`src/rtl/core/md5he_pkg.sv`:
```
package md5he_pkg;

    // Initial chaining words of MD5.
    localparam logic [31:0] IV_A = 32'h67452301;
    localparam logic [31:0] IV_B = 32'hEFCDAB89;
    localparam logic [31:0] IV_C = 32'h98BADCFE;
    localparam logic [31:0] IV_D = 32'h10325476;

    // Padding marker byte and the byte position at which the length field starts.
    localparam logic [7:0] PAD_BYTE  = 8'h80;
    localparam logic [5:0] LEN_POS   = 6'd56;
    localparam logic [5:0] LAST_POS  = 6'd63;
    localparam logic [5:0] LAST_RND  = 6'd63;
    localparam logic [4:0] LEN_LO_W  = 5'd14;
    localparam logic [4:0] LEN_HI_W  = 5'd15;
    localparam logic [4:0] PAST_BLK  = 5'd16;

    // Depth of the word queue between the front and back parts.
    localparam int QUEUE_DEPTH = 2;
    localparam int QPTR_W      = $clog2(QUEUE_DEPTH);
    localparam int QCNT_W      = $clog2(QUEUE_DEPTH + 1);

    // One queued word.
    typedef struct packed {
        logic [7:0] data_byte;
        logic       byte_present;
        logic       end_of_message;
    } t_item;

    // Queue head as seen by the back part.
    typedef struct packed {
        logic  valid;
        t_item item;
    } t_q_head;

    // Per-round additive constants.
    localparam logic [31:0] SINE [64] = '{
        32'hd76aa478, 32'he8c7b756, 32'h242070db, 32'hc1bdceee,
        32'hf57c0faf, 32'h4787c62a, 32'ha8304613, 32'hfd469501,
        32'h698098d8, 32'h8b44f7af, 32'hffff5bb1, 32'h895cd7be,
        32'h6b901122, 32'hfd987193, 32'ha679438e, 32'h49b40821,
        32'hf61e2562, 32'hc040b340, 32'h265e5a51, 32'he9b6c7aa,
        32'hd62f105d, 32'h02441453, 32'hd8a1e681, 32'he7d3fbc8,
        32'h21e1cde6, 32'hc33707d6, 32'hf4d50d87, 32'h455a14ed,
        32'ha9e3e905, 32'hfcefa3f8, 32'h676f02d9, 32'h8d2a4c8a,
        32'hfffa3942, 32'h8771f681, 32'h6d9d6122, 32'hfde5380c,
        32'ha4beea44, 32'h4bdecfa9, 32'hf6bb4b60, 32'hbebfbc70,
        32'h289b7ec6, 32'heaa127fa, 32'hd4ef3085, 32'h04881d05,
        32'hd9d4d039, 32'he6db99e5, 32'h1fa27cf8, 32'hc4ac5665,
        32'hf4292244, 32'h432aff97, 32'hab9423a7, 32'hfc93a039,
        32'h655b59c3, 32'h8f0ccc92, 32'hffeff47d, 32'h85845dd1,
        32'h6fa87e4f, 32'hfe2ce6e0, 32'ha3014314, 32'h4e0811a1,
        32'hf7537e82, 32'hbd3af235, 32'h2ad7d2bb, 32'heb86d391
    };

    // Left rotation amount of a round.
    function automatic logic [4:0] rot_amt(input logic [5:0] rnd);
        logic [4:0] s;
        case ({rnd[5:4], rnd[1:0]})
            4'd0:    s = 5'd7;
            4'd1:    s = 5'd12;
            4'd2:    s = 5'd17;
            4'd3:    s = 5'd22;
            4'd4:    s = 5'd5;
            4'd5:    s = 5'd9;
            4'd6:    s = 5'd14;
            4'd7:    s = 5'd20;
            4'd8:    s = 5'd4;
            4'd9:    s = 5'd11;
            4'd10:   s = 5'd16;
            4'd11:   s = 5'd23;
            4'd12:   s = 5'd6;
            4'd13:   s = 5'd10;
            4'd14:   s = 5'd15;
            default: s = 5'd21;
        endcase
        return s;
    endfunction

    // Index of the block word that a round reads.
    function automatic logic [3:0] msg_idx(input logic [5:0] rnd);
        logic [3:0] r4;
        logic [3:0] g;
        r4 = rnd[3:0];
        case (rnd[5:4])
            2'd0:    g = r4;
            2'd1:    g = {r4[1:0], 2'b00} + r4 + 4'd1;
            2'd2:    g = {r4[2:0], 1'b0} + r4 + 4'd5;
            default: g = {r4[0], 3'b000} - r4;
        endcase
        return g;
    endfunction

endpackage

```
`src/rtl/core/md5he_front.sv`:
```
module md5he_front (
    input  logic                i_clk,
    input  logic                i_rst_n,
    input  logic                i_valid,
    output logic                o_ready,
    input  md5he_pkg::t_item    i_item,
    input  logic                i_pop,
    output md5he_pkg::t_q_head  o_head
);

    md5he_pkg::t_item                   r_mem [md5he_pkg::QUEUE_DEPTH];
    logic [md5he_pkg::QPTR_W-1:0]       r_wptr;
    logic [md5he_pkg::QPTR_W-1:0]       r_rptr;
    logic [md5he_pkg::QCNT_W-1:0]       r_count;
    logic                               push;
    logic                               pop;

    // Words with neither a byte nor an end mark are taken and dropped here.
    assign o_ready = (r_count != md5he_pkg::QCNT_W'(md5he_pkg::QUEUE_DEPTH));
    assign push    = i_valid && o_ready && (i_item.byte_present || i_item.end_of_message);
    assign pop     = i_pop && (r_count != '0);

    assign o_head.valid = (r_count != '0);
    assign o_head.item  = r_mem[r_rptr];

    // Queue pointers and fill count.
    always_ff @(posedge i_clk) begin
        if (!i_rst_n) begin
            r_wptr  <= '0;
            r_rptr  <= '0;
            r_count <= '0;
        end else begin
            if (push) begin
                r_wptr <= (r_wptr == md5he_pkg::QPTR_W'(md5he_pkg::QUEUE_DEPTH - 1)) ?
                          '0 : r_wptr + 1'b1;
            end
            if (pop) begin
                r_rptr <= (r_rptr == md5he_pkg::QPTR_W'(md5he_pkg::QUEUE_DEPTH - 1)) ?
                          '0 : r_rptr + 1'b1;
            end
            if (push && !pop) begin
                r_count <= r_count + 1'b1;
            end else if (pop && !push) begin
                r_count <= r_count - 1'b1;
            end
        end
    end

    // Queue storage.
    always_ff @(posedge i_clk) begin
        if (push) begin
            r_mem[r_wptr] <= i_item;
        end
    end

endmodule

```
`src/rtl/core/md5he_round.sv`:
```
module md5he_round (
    input  logic [31:0] i_a,
    input  logic [31:0] i_b,
    input  logic [31:0] i_c,
    input  logic [31:0] i_d,
    input  logic [31:0] i_m,
    input  logic [5:0]  i_rnd,
    output logic [31:0] o_t
);

    logic [31:0] f;
    logic [31:0] sum;
    logic [63:0] dbl;

    // Round function by quarter.
    always_comb begin
        case (i_rnd[5:4])
            2'd0:    f = (i_b & i_c) | (~i_b & i_d);
            2'd1:    f = (i_d & i_b) | (~i_d & i_c);
            2'd2:    f = i_b ^ i_c ^ i_d;
            default: f = i_c ^ (i_b | ~i_d);
        endcase
    end

    // Add, rotate left and add the previous B.
    assign sum = i_a + f + md5he_pkg::SINE[i_rnd] + i_m;
    assign dbl = {sum, sum} << md5he_pkg::rot_amt(i_rnd);
    assign o_t = i_b + dbl[63:32];

endmodule

```
`src/rtl/core/md5he_back.sv`:
```
module md5he_back (
    input  logic                i_clk,
    input  logic                i_rst_n,
    input  md5he_pkg::t_q_head  i_head,
    output logic                o_pop,
    output logic                o_valid,
    input  logic                i_ready,
    output logic [31:0]         o_digest_word_a,
    output logic [31:0]         o_digest_word_b,
    output logic [31:0]         o_digest_word_c,
    output logic [31:0]         o_digest_word_d
);

    typedef enum logic [6:0] {
        S_IDLE  = 7'b0000001,
        S_PAD0  = 7'b0000010,
        S_FILL  = 7'b0000100,
        S_CINIT = 7'b0001000,
        S_COMP  = 7'b0010000,
        S_ADD   = 7'b0100000,
        S_OUT   = 7'b1000000
    } t_state;

    t_state      r_state;
    t_state      n_state;
    logic [31:0] r_buf [16];
    logic [31:0] r_cv [4];
    logic [31:0] r_a, r_b, r_c, r_d;
    logic [63:0] r_len;
    logic [5:0]  r_rnd;
    logic [4:0]  r_widx;
    logic        r_padding;
    logic        r_last;
    logic        r_eom_pend;
    logic [5:0]  pos;
    logic [31:0] round_t;
    logic [31:0] pad_word;
    logic [31:0] fill_word;

    assign pos   = r_len[8:3];
    assign o_pop = (r_state == S_IDLE) && i_head.valid;

    md5he_round u_round (
        .i_a   (r_a),
        .i_b   (r_b),
        .i_c   (r_c),
        .i_d   (r_d),
        .i_m   (r_buf[md5he_pkg::msg_idx(r_rnd)]),
        .i_rnd (r_rnd),
        .o_t   (round_t)
    );

    // Word holding the pad marker: lower bytes kept, marker, upper bytes cleared.
    always_comb begin
        for (int j = 0; j < 4; j++) begin
            if (j < int'(pos[1:0])) begin
                pad_word[j*8 +: 8] = r_buf[pos[5:2]][j*8 +: 8];
            end else if (j == int'(pos[1:0])) begin
                pad_word[j*8 +: 8] = md5he_pkg::PAD_BYTE;
            end else begin
                pad_word[j*8 +: 8] = 8'h00;
            end
        end
    end

    // Fill word: zero, or the bit length in the last two words of the final block.
    always_comb begin
        fill_word = '0;
        if (r_last && (r_widx == md5he_pkg::LEN_LO_W)) begin
            fill_word = r_len[31:0];
        end else if (r_last && (r_widx == md5he_pkg::LEN_HI_W)) begin
            fill_word = r_len[63:32];
        end
    end

    // Next state.
    always_comb begin
        n_state = r_state;
        case (r_state)
            S_IDLE: begin
                if (i_head.valid) begin
                    if (i_head.item.byte_present && (pos == md5he_pkg::LAST_POS)) begin
                        n_state = S_CINIT;
                    end else if (i_head.item.end_of_message) begin
                        n_state = S_PAD0;
                    end
                end
            end
            S_PAD0:  n_state = S_FILL;
            S_FILL: begin
                if ((r_widx == md5he_pkg::PAST_BLK) || (r_widx == md5he_pkg::LEN_HI_W)) begin
                    n_state = S_CINIT;
                end
            end
            S_CINIT: n_state = S_COMP;
            S_COMP: begin
                if (r_rnd == md5he_pkg::LAST_RND) begin
                    n_state = S_ADD;
                end
            end
            S_ADD: begin
                if (r_padding) begin
                    n_state = r_last ? S_OUT : S_FILL;
                end else begin
                    n_state = r_eom_pend ? S_PAD0 : S_IDLE;
                end
            end
            S_OUT: begin
                if (i_ready) begin
                    n_state = S_IDLE;
                end
            end
            default: n_state = S_IDLE;
        endcase
    end

    // Control state, chaining words and length.
    always_ff @(posedge i_clk) begin
        if (!i_rst_n) begin
            r_state    <= S_IDLE;
            r_cv[0]    <= md5he_pkg::IV_A;
            r_cv[1]    <= md5he_pkg::IV_B;
            r_cv[2]    <= md5he_pkg::IV_C;
            r_cv[3]    <= md5he_pkg::IV_D;
            r_len      <= '0;
            r_rnd      <= '0;
            r_widx     <= '0;
            r_padding  <= 1'b0;
            r_last     <= 1'b0;
            r_eom_pend <= 1'b0;
        end else begin
            r_state <= n_state;
            case (r_state)
                S_IDLE: begin
                    if (i_head.valid) begin
                        r_eom_pend <= i_head.item.end_of_message;
                        if (i_head.item.byte_present) begin
                            r_len <= r_len + 64'd8;
                        end
                    end
                end
                S_PAD0: begin
                    r_padding <= 1'b1;
                    r_last    <= (pos < md5he_pkg::LEN_POS);
                    r_widx    <= {1'b0, pos[5:2]} + 5'd1;
                end
                S_FILL: begin
                    if (r_widx != md5he_pkg::PAST_BLK) begin
                        r_widx <= r_widx + 5'd1;
                    end
                end
                S_CINIT: r_rnd <= '0;
                S_COMP:  r_rnd <= r_rnd + 6'd1;
                S_ADD: begin
                    r_cv[0] <= r_cv[0] + r_a;
                    r_cv[1] <= r_cv[1] + r_b;
                    r_cv[2] <= r_cv[2] + r_c;
                    r_cv[3] <= r_cv[3] + r_d;
                    if (r_padding && !r_last) begin
                        r_last <= 1'b1;
                        r_widx <= '0;
                    end
                end
                S_OUT: begin
                    if (i_ready) begin
                        r_cv[0]    <= md5he_pkg::IV_A;
                        r_cv[1]    <= md5he_pkg::IV_B;
                        r_cv[2]    <= md5he_pkg::IV_C;
                        r_cv[3]    <= md5he_pkg::IV_D;
                        r_len      <= '0;
                        r_padding  <= 1'b0;
                        r_last     <= 1'b0;
                        r_eom_pend <= 1'b0;
                    end
                end
                default: ;
            endcase
        end
    end

    // Working variables of the compression.
    always_ff @(posedge i_clk) begin
        if (r_state == S_CINIT) begin
            r_a <= r_cv[0];
            r_b <= r_cv[1];
            r_c <= r_cv[2];
            r_d <= r_cv[3];
        end else if (r_state == S_COMP) begin
            r_a <= r_d;
            r_d <= r_c;
            r_c <= r_b;
            r_b <= round_t;
        end
    end

    // Block buffer writes: message bytes, pad marker word and fill words.
    always_ff @(posedge i_clk) begin
        if ((r_state == S_IDLE) && i_head.valid && i_head.item.byte_present) begin
            r_buf[pos[5:2]][pos[1:0]*8 +: 8] <= i_head.item.data_byte;
        end else if (r_state == S_PAD0) begin
            r_buf[pos[5:2]] <= pad_word;
        end else if ((r_state == S_FILL) && (r_widx != md5he_pkg::PAST_BLK)) begin
            r_buf[r_widx[3:0]] <= fill_word;
        end
    end

    assign o_valid         = (r_state == S_OUT);
    assign o_digest_word_a = r_cv[0];
    assign o_digest_word_b = r_cv[1];
    assign o_digest_word_c = r_cv[2];
    assign o_digest_word_d = r_cv[3];

endmodule

```
`src/rtl/core/md5_hash_engine_core.sv`:
```
// Channel  | Direction | Handshake          | Words
// input    | in        | i_valid / o_ready  | i_data_byte, i_byte_present, i_end_of_message
// output   | out       | o_valid / i_ready  | o_digest_word_a .. o_digest_word_d
//
// A byte word leaves the queue while the back part is idle; the 64th byte of a block adds a
// compression (load, 64 rounds of the single round unit, add).
// An end mark costs padding plus one or two compressions before the digest is
// offered.
// A two-word queue keeps taking input while the back part compresses or a digest
// stalls, and holds off the sender once both entries are in use.
// Reset is synchronous and active low; it needs no clearing pass.
module md5_hash_engine_core (
    input  logic        i_clk,
    input  logic        i_rst_n,
    input  logic        i_valid,
    output logic        o_ready,
    input  logic [7:0]  i_data_byte,
    input  logic        i_byte_present,
    input  logic        i_end_of_message,
    output logic        o_valid,
    input  logic        i_ready,
    output logic [31:0] o_digest_word_a,
    output logic [31:0] o_digest_word_b,
    output logic [31:0] o_digest_word_c,
    output logic [31:0] o_digest_word_d
);

    md5he_pkg::t_item   in_item;
    md5he_pkg::t_q_head q_head;
    logic               q_pop;

    assign in_item.data_byte      = i_data_byte;
    assign in_item.byte_present   = i_byte_present;
    assign in_item.end_of_message = i_end_of_message;

    // Front part: accepts and queues words.
    md5he_front u_front (
        .i_clk   (i_clk),
        .i_rst_n (i_rst_n),
        .i_valid (i_valid),
        .o_ready (o_ready),
        .i_item  (in_item),
        .i_pop   (q_pop),
        .o_head  (q_head)
    );

    // Back part: packs, pads, compresses and presents the digest.
    md5he_back u_back (
        .i_clk           (i_clk),
        .i_rst_n         (i_rst_n),
        .i_head          (q_head),
        .o_pop           (q_pop),
        .o_valid         (o_valid),
        .i_ready         (i_ready),
        .o_digest_word_a (o_digest_word_a),
        .o_digest_word_b (o_digest_word_b),
        .o_digest_word_c (o_digest_word_c),
        .o_digest_word_d (o_digest_word_d)
    );

endmodule

```
`config.mk`:
```
export PLATFORM = sky130hd
export DESIGN_NAME = md5_hash_engine_core
export DESIGN_NICKNAME = d
export VERILOG_FILES = /design/src/rtl/core/md5he_pkg.sv /design/src/rtl/core/md5he_front.sv /design/src/rtl/core/md5he_round.sv /design/src/rtl/core/md5he_back.sv /design/src/rtl/core/md5_hash_engine_core.sv
export SDC_FILE = /design/constraint.sdc
export NUM_CORES = 2
export LEC_CHECK = 0
export BUFFER_PORTS_ARGS = -buffer_cell sky130_fd_sc_hd__buf_2
export CORE_ASPECT_RATIO = 0.5
export CORE_MARGIN = 4
export CORE_UTILIZATION = 60
export DETAILED_ROUTE_END_ITERATION = 8
export PLACE_DENSITY_LB_ADDON = 0.08
export SLEW_MARGIN = 20
export SYNTH_ARGS = -nofsm -noshare
export SYNTH_HDL_FRONTEND = slang
export SYNTH_SLANG_ARGS = --single-unit
export TNS_END_PERCENT = 1
```
`constraint.sdc`:
```
create_clock -name i_clk -period 12.1 [get_ports i_clk]
set_clock_uncertainty 0.05 [all_clocks]
set_input_delay 1.21 -clock i_clk [delete_from_list [all_inputs] [get_ports i_clk]]
set_output_delay 1.21 -clock i_clk [all_outputs]
set_load 0.01 [all_outputs]
```
* Yosys cells after proc, flatten, opt, wreduce, memory -nomap -nowiden
Memory sizes are Yosys's and may differ from the RTL's. A register that Yosys moved wholly into a read port is not among the register bits.
Index checks and enable logic that the tools add are counted.
** Word-level totals
- Output and inout bits :: 130
- Input bits :: 14
- RAM bits :: 660
- Logic and storage cells :: 283
- Memories :: 5
- ROM bits :: 2128
- Bits in registers :: 217
** Operators by class
- Reduce and logical (&&, ||, !) cells :: 36
- Add/sub/neg operators :: 22
- Shifts and indexed selects :: 3
- Equality and inequality tests :: 30
- Muxes and demuxes :: 115
- Bitwise gates (word level) :: 53
- $lt $le $gt $ge :: 5
** Memories
- (name not given) :: words 64, bits a word 32, rd ports 1, clocked after Yosys merged registers in 0, write ports 0, RTL line md5he_round.sv:26 : assign sum = i_a + f + md5he_pkg::SINE[i_rnd] + i_m;
- u_back.r_buf :: words 16, bits a word 32, rd ports 1, clocked after Yosys merged registers in 0, write ports 1, RTL line md5he_back.sv:26 : logic [31:0] r_buf [16];
- u_back.r_cv :: words 4, bits a word 32, rd ports 4, clocked after Yosys merged registers in 0, write ports 4, RTL line md5he_back.sv:27 : logic [31:0] r_cv [4];
- (name not given) :: words 16, bits a word 5, rd ports 1, clocked after Yosys merged registers in 1, write ports 0, RTL line md5he_pkg.sv:59 : case ({rnd[5:4], rnd[1:0]})
- u_front.r_mem :: words 2, bits a word 10, rd ports 1, clocked after Yosys merged registers in 1, write ports 1, RTL line md5he_front.sv:11 : md5he_pkg::t_item r_mem [md5he_pkg::QUEUE_DEPTH];
** Operator list (number)
- 32-bit two-way mux :: 23
- 32-bit adder :: 8
- 64-bit two-way mux :: 3
- 32-bit AND :: 4
- 64-bit case mux with 2 select lines :: 1
- 32-bit OR :: 3
- 32-bit case mux with 3 select lines :: 1
- 32-bit bitwise XOR :: 3
- 64-bit by 4-bit adder with 64-bit output (second input constant) :: 1
- 32-bit inverter :: 2
- 64-bit by 5-bit << shifter with 64-bit output :: 1
- 1-bit two-way mux :: 57
- 7-bit two-way mux :: 8
- 8-bit two-way mux :: 7
- 7-bit case mux with 7 select lines :: 1
- 1-bit OR :: 40
- 5-bit negator with 34-bit output :: 1
- 8-bit by 34-bit variable shift with 32-bit output (first input constant) :: 1
- 8-bit by 34-bit variable part select with 32-bit output :: 1
- 32-bit OR reduction :: 1
- 5-bit case mux with 3 select lines :: 1
- 6-bit == test (second input constant) :: 2
- 1-bit logical AND :: 12
- 4-bit two-way mux :: 3
- 48 further kinds :: 79

* Depth between registers and ports, before layout
- Depth in word-level cells :: 11
- Mapped depth :: 48
- Gate-level depth less buffers :: 44

* Cells and area by module
Synthesis repeated with hierarchy kept, for this count alone.
** Unflattened totals
- Cells, all modules :: 5267
- Area, all modules :: 54210.7 sq um
** By module, submodules not included
- md5he_back :: seq. area each 24063.1 sq um, cells each 3367, instances 1, area an instance 40955.5 sq um
- md5he_round :: seq. area each 0.0 sq um, cells each 1843, instances 1, area an instance 12299.3 sq um
- md5he_front :: seq. area each 700.7 sq um, cells each 57, instances 1, area an instance 955.9 sq um

* Least setup slack after synthesis
Ideal clock, no wire load.
- Path type :: reg2reg
- Start point :: register u_back.r_rnd[2]
- End point :: register u_back.r_b[31], data pin
- Setup slack :: 1013 ps
- Required time :: 11790 ps
- Setup time :: 260 ps
- Arrival time :: 10777 ps
- Stages on the path, launching flop included :: 43
- Period minus slack after synthesis :: 11087 ps
- Path buffers :: 5
- Cell sequence :: dfxtp_1 > clkinv_1 > clkbuf_1 > clkbuf_1 > ha_1 > fa_1 > mux4_2 > clkbuf_1 > buf_1 > buf_1 > mux2i_1 > a21oi_1 > fa_1 > inv_1 > fa_1 > inv_1 > ha_1 > and2_2 > (+7 left out) > mux4_2 > nor2_1 > a21oi_1 > mux2_2 > ha_1 > a2111oi_0 > a221o_1 > a211oi_1 > o211ai_1 > a21oi_1 > o21ai_0 > a21boi_0 > o21ai_0 > a21oi_1 > o21a_1 > nor2_1 > xnor3_1 > mux2_4
** On the way
- Longest elaborated chain between the ends :: 10
- Elaborated cells on any way between the ends :: 17
- Classes of those cells :: add/sub: 8; shift: 1; mux: 5; bitwise: 1; memory: 2
** RTL lines
- from (decl) :: RTL line md5he_back.sv:30 : logic [5:0] r_rnd;
- from (signal assigned) :: RTL line md5he_back.sv:153 : S_COMP: r_rnd <= r_rnd + 6'd1;
- 6-bit inverter with 7-bit output (implied by the code) :: RTL line md5he_round.sv:26
- memory read 64 x 32 bit
- 32-bit two-way mux (implied by the code) (2 in series) :: RTL line md5he_round.sv:26
- 32-bit adder :: RTL line md5he_round.sv:26
- 32-bit adder * :: RTL line md5he_round.sv:26
- 64-bit by 5-bit << shifter with 64-bit output * :: RTL line md5he_round.sv:27 : assign dbl = {sum, sum} << md5he_pkg::rot_amt(i_rnd);
- 32-bit adder * :: RTL line md5he_round.sv:28 : assign o_t = i_b + dbl[63:32];
- 32-bit two-way mux * :: RTL line md5he_back.sv:188 : end else if (r_state == S_COMP) begin
- 32-bit two-way mux * :: RTL line md5he_back.sv:183 : if (r_state == S_CINIT) begin
- to (signal assigned) :: RTL line md5he_back.sv:185 : r_b <= r_cv[1];
- to (signal assigned) :: RTL line md5he_back.sv:192 : r_b <= round_t;
- to (decl) :: RTL line md5he_back.sv:28 : logic [31:0] r_a, r_b, r_c, r_d;
Every way passes the cells marked *; elsewhere a longest branch is shown, timed or not. The select of a mux whose other input is x is not followed.
A chain may end at the register's enable or synchronous reset.

* Worst setup path in the final report
- Start point :: register u_back.r_rnd[1]
- End point :: register u_back.r_b[31], data pin
Same word-level chain as after synthesis.

==> impl_metrics.yaml <==
placement:
  globalplace.congestion: 1.021
  io_buffers: 143
  dp_hpwl_mm: 118.7
clocking:
  cts_num_sinks: 880
  cts_buffers: 78
  cts.htree.levels: 3
  clock_path_buffers: 3
  cts_tree: "built"
  cts.hold.buffers_added: 0
  root_buffer: "clkbuf_16"
  post_cts_resized: 0
  cts_setup_buffers: 0
  cts.clk_slew.worst_paths_ns: 0.07
  insertion_delay_ns: 0.71
routing:
  viasPerCell: 6.614
  antenna_left: 0
  wl_per_cell_um: 26.39
  first_pass_iters: 6
  first_iter_violations: 5567
  vias: 41390
  post-route-drc-count: 0
  wirelength_mm: 165.1
power:
  p_per_area_nw_per_um2: 147.4
  p_leak_uw: 0.02100
  p_total_uw: 8497
  peakVddDrop_mv: 0.1667
critical_path:
  reg2reg_from: "u_back.r_rnd[1]"
  worstReg2RegEnd: "u_back.r_b[31]"
  worstSetupEndpoint: "u_back.r_b[31]"
  startpoint_type: "flip-flop"
  crit_type: "reg2reg"
  crit_fanout: 37
  cp_common_cell: "a21oi_1"
  cp-end-kind: "flip-flop"
  cp-startpoint: "u_back.r_rnd[1]"
  worst_ep_required_time_ns: 12.51
  cp_slowest_cell: "mux4_4"
  arrival_ns: 11.92
  r2r_setup_slack_ns: 0.59
  max_stage_delay_ns: 0.93
  r2r_cells: 38
sta:
  hold_violations: 0
  period_share: 0.9514
  setup_viol: 0
  finalMaxSlewViolations: 0
  period_minus_slack_ns: 11.51
  maxSlewHeadroom: 0.2304
  worstMarginPinSlew_ns: 1.152
  max_freq_ghz: 0.08686
  rsz0062_at_grt: "false"
  finalSetupTns_ns: 0
yosys:
  yosysSeqAreaShare: 0.4705
  synth_flop_cell: "edfxtp_1"
  synth_edf_count: 724
  syn_inst: 4950
  netlist_area_um2: 52850
  yosysUniqueCellTypes: 98
  synth-async-reset-ratio: 0
  ys_warn_count: 0
  synth_fp_nets: 5262
  synth_seq_cells: 880
  syn-mean-instance-area_um2: 10.68
die:
  dieArea_um2: 93180
  io_pins: 144
  rows: 76
  initial_utilization: 0.6094
  die_width_um: 427.7
  core_um2: 86720
  die_h_um: 217.9
layout:
  drive_gt1_frac: 0.1254
  regArea_um2: 24880
  multi_input_area_um2: 26080
  fin_util: 0.6647
  area_delta_synth_final_pct: 9.070
  finalNetCount: 5334
  nFillCells: 6675
global_routing:
  grt-ovfl-total: 0
  grt_max_degree: 101
  grt_pass1_vias: 38720
  antenna_found_initial: 4
  grt_pass1_wl_mm: 245.5
  grt_usage: 0.3520
run:
  drv_cap: 0
outcome:
  outcome: "completed"
min_path:
  hp-class: "reg2reg"
[cell usage in the layout, fill, tap and decap left out, types with 32 or more instances in the layout]
master and n:
edfxtp_1 724, nand2_1 576, nor2_1 374, a21oi_1 364, o21ai_0 286, inv_1 261
ha_1 225, mux2i_1 157, dfxtp_1 150, buf_2 143, mux4_2 135, xor2_1 130
nand3_1 111, xnor2_1 110, a31oi_1 94, buf_4 94, a21o_1 80, clkbuf_16 79
fa_1 73, a211oi_1 65, nor2b_1 59, nor3_1 53, o211ai_1 46, or3_1 39
nand2b_1 36, and3_1 36, o21a_1 36, maj3_1 32
[per-stage QoR]
step / cell area (um2) / worst slack, ns / hold slack (ns) / std cells
2_1_floorplan: 52850 / 1.013 / 0.4047 / 4950
3_3_place_gp: 54890 / 0.7801 / 0.4181 / 6112
3_5_place_dp: 54910 / 0.5880 / 0.4320 / 6112
4_1_cts: 57600 / 0.5516 / 0.4430 / 6256
5_1_grt: 57640 / 0.02855 / 0.4705 / 6257
6_report: 57640 / 0.5875 / 0.4405 / 6257
[worst min path at each step]
| stage | endpoint | cells past startpoint | from | slack (ns) |
|---|---|---|---|---|
| 3_5_place_dp | u_back.r_len[63] | 2 | u_back.r_len[63] | 0.43 |
| 3_3_place_gp | u_back.r_len[63] | 2 | u_back.r_len[63] | 0.42 |
| 4_1_cts | u_back.r_len[63] | 2 | u_back.r_len[63] | 0.44 |
| 2_1_floorplan | u_back.r_len[63] | 2 | u_back.r_len[63] | 0.40 |
| 6_report | u_back.r_len[63] | 2 | u_back.r_len[63] | 0.44 |
| 5_1_grt | u_back.r_cv[3][8] | 2 | u_back.r_cv[3][8] | 0.47 |
[cell type report]
cell class                 instances  share of cell area
multi-input combinational       3553              0.4525
sequential                       880              0.4316
clock buffer                      91             0.03525
timing repair buffer             242             0.02639
tap                             1170             0.02540
inverter                         267             0.01747
clock inverter                    53             0.01140
antenna                            1          0.00004341
[sequential cells by signal (all words and copies together), names as in the netlist, 6 cells and up, named ones only]
signal / count
u_back.r_len: 61
u_front.r_mem: 20
u_back.r_rnd: 6
u_back.r_a: 32
u_back.r_d: 32
u_back.r_state: 7
u_back.r_c: 32
u_back.r_buf: 512
u_back.r_b: 32
u_back.r_cv: 128
[routing by layer]
| metal | track usage | vias to the layer above | wire length [um] |
|---|---|---|---|
| li1 | - | 18420 | - |
| met3 | 0.09990 | 413 | 20080 |
| met2 | 0.5152 | 2366 | 71090 |
| met1 | 0.4980 | 20180 | 66600 |
| met4 | 0.1384 | 2 | 7302 |
| met5 | 0.003646 | - | 43 |
[where the power goes]
part           internal [uW]  switching, uW
clock network           1460           1220
logic                    870           1440
registers               3460           42.6
[logic make-up after synthesis]
family | after synthesis | share of synthesized area
muxes | 325 | 0.09458
and+or+nand+nor | 1408 | 0.1186
AOI/OAI and AO/OA | 1246 | 0.1493
xor gates and xnor gates | 244 | 0.04141
adders and majority gates | 330 | 0.08698
buffers and inverters | 517 | 0.03861
DFF | 880 | 0.4705
[cells in the mapped netlist (111+ instances only)]
cell      count  area, um2
a21oi_1     364       1822
clkbuf_1    192      720.7
dfxtp_1     156       3123
edfxtp_1    724      21740
ha_1        225       2815
inv_1       263      987.2
mux2i_1     157       1572
mux4_2      136       3063
nand2_1     577       2166
nand3_1     112      560.5
nor2_1      376       1411
o21ai_0     288       1441
xnor2_1     111      972.2
xor2_1      130       1139
[worst max-delay path: cells and delay by family (launching register included)]
| kind | cells | cell delay [ns] |
|---|---|---|
| muxes | 5 | 2.28 |
| adders and majority gates | 6 | 2.70 |
| buffers and inverters | 4 | 0.61 |
| and+or+nand+nor | 5 | 1.09 |
| DFF | 1 | 0.34 |
| xor gates and xnor gates | 2 | 0.41 |
| AOI/OAI and AO/OA | 16 | 3.72 |
Power figures use the tool's default switching activity.
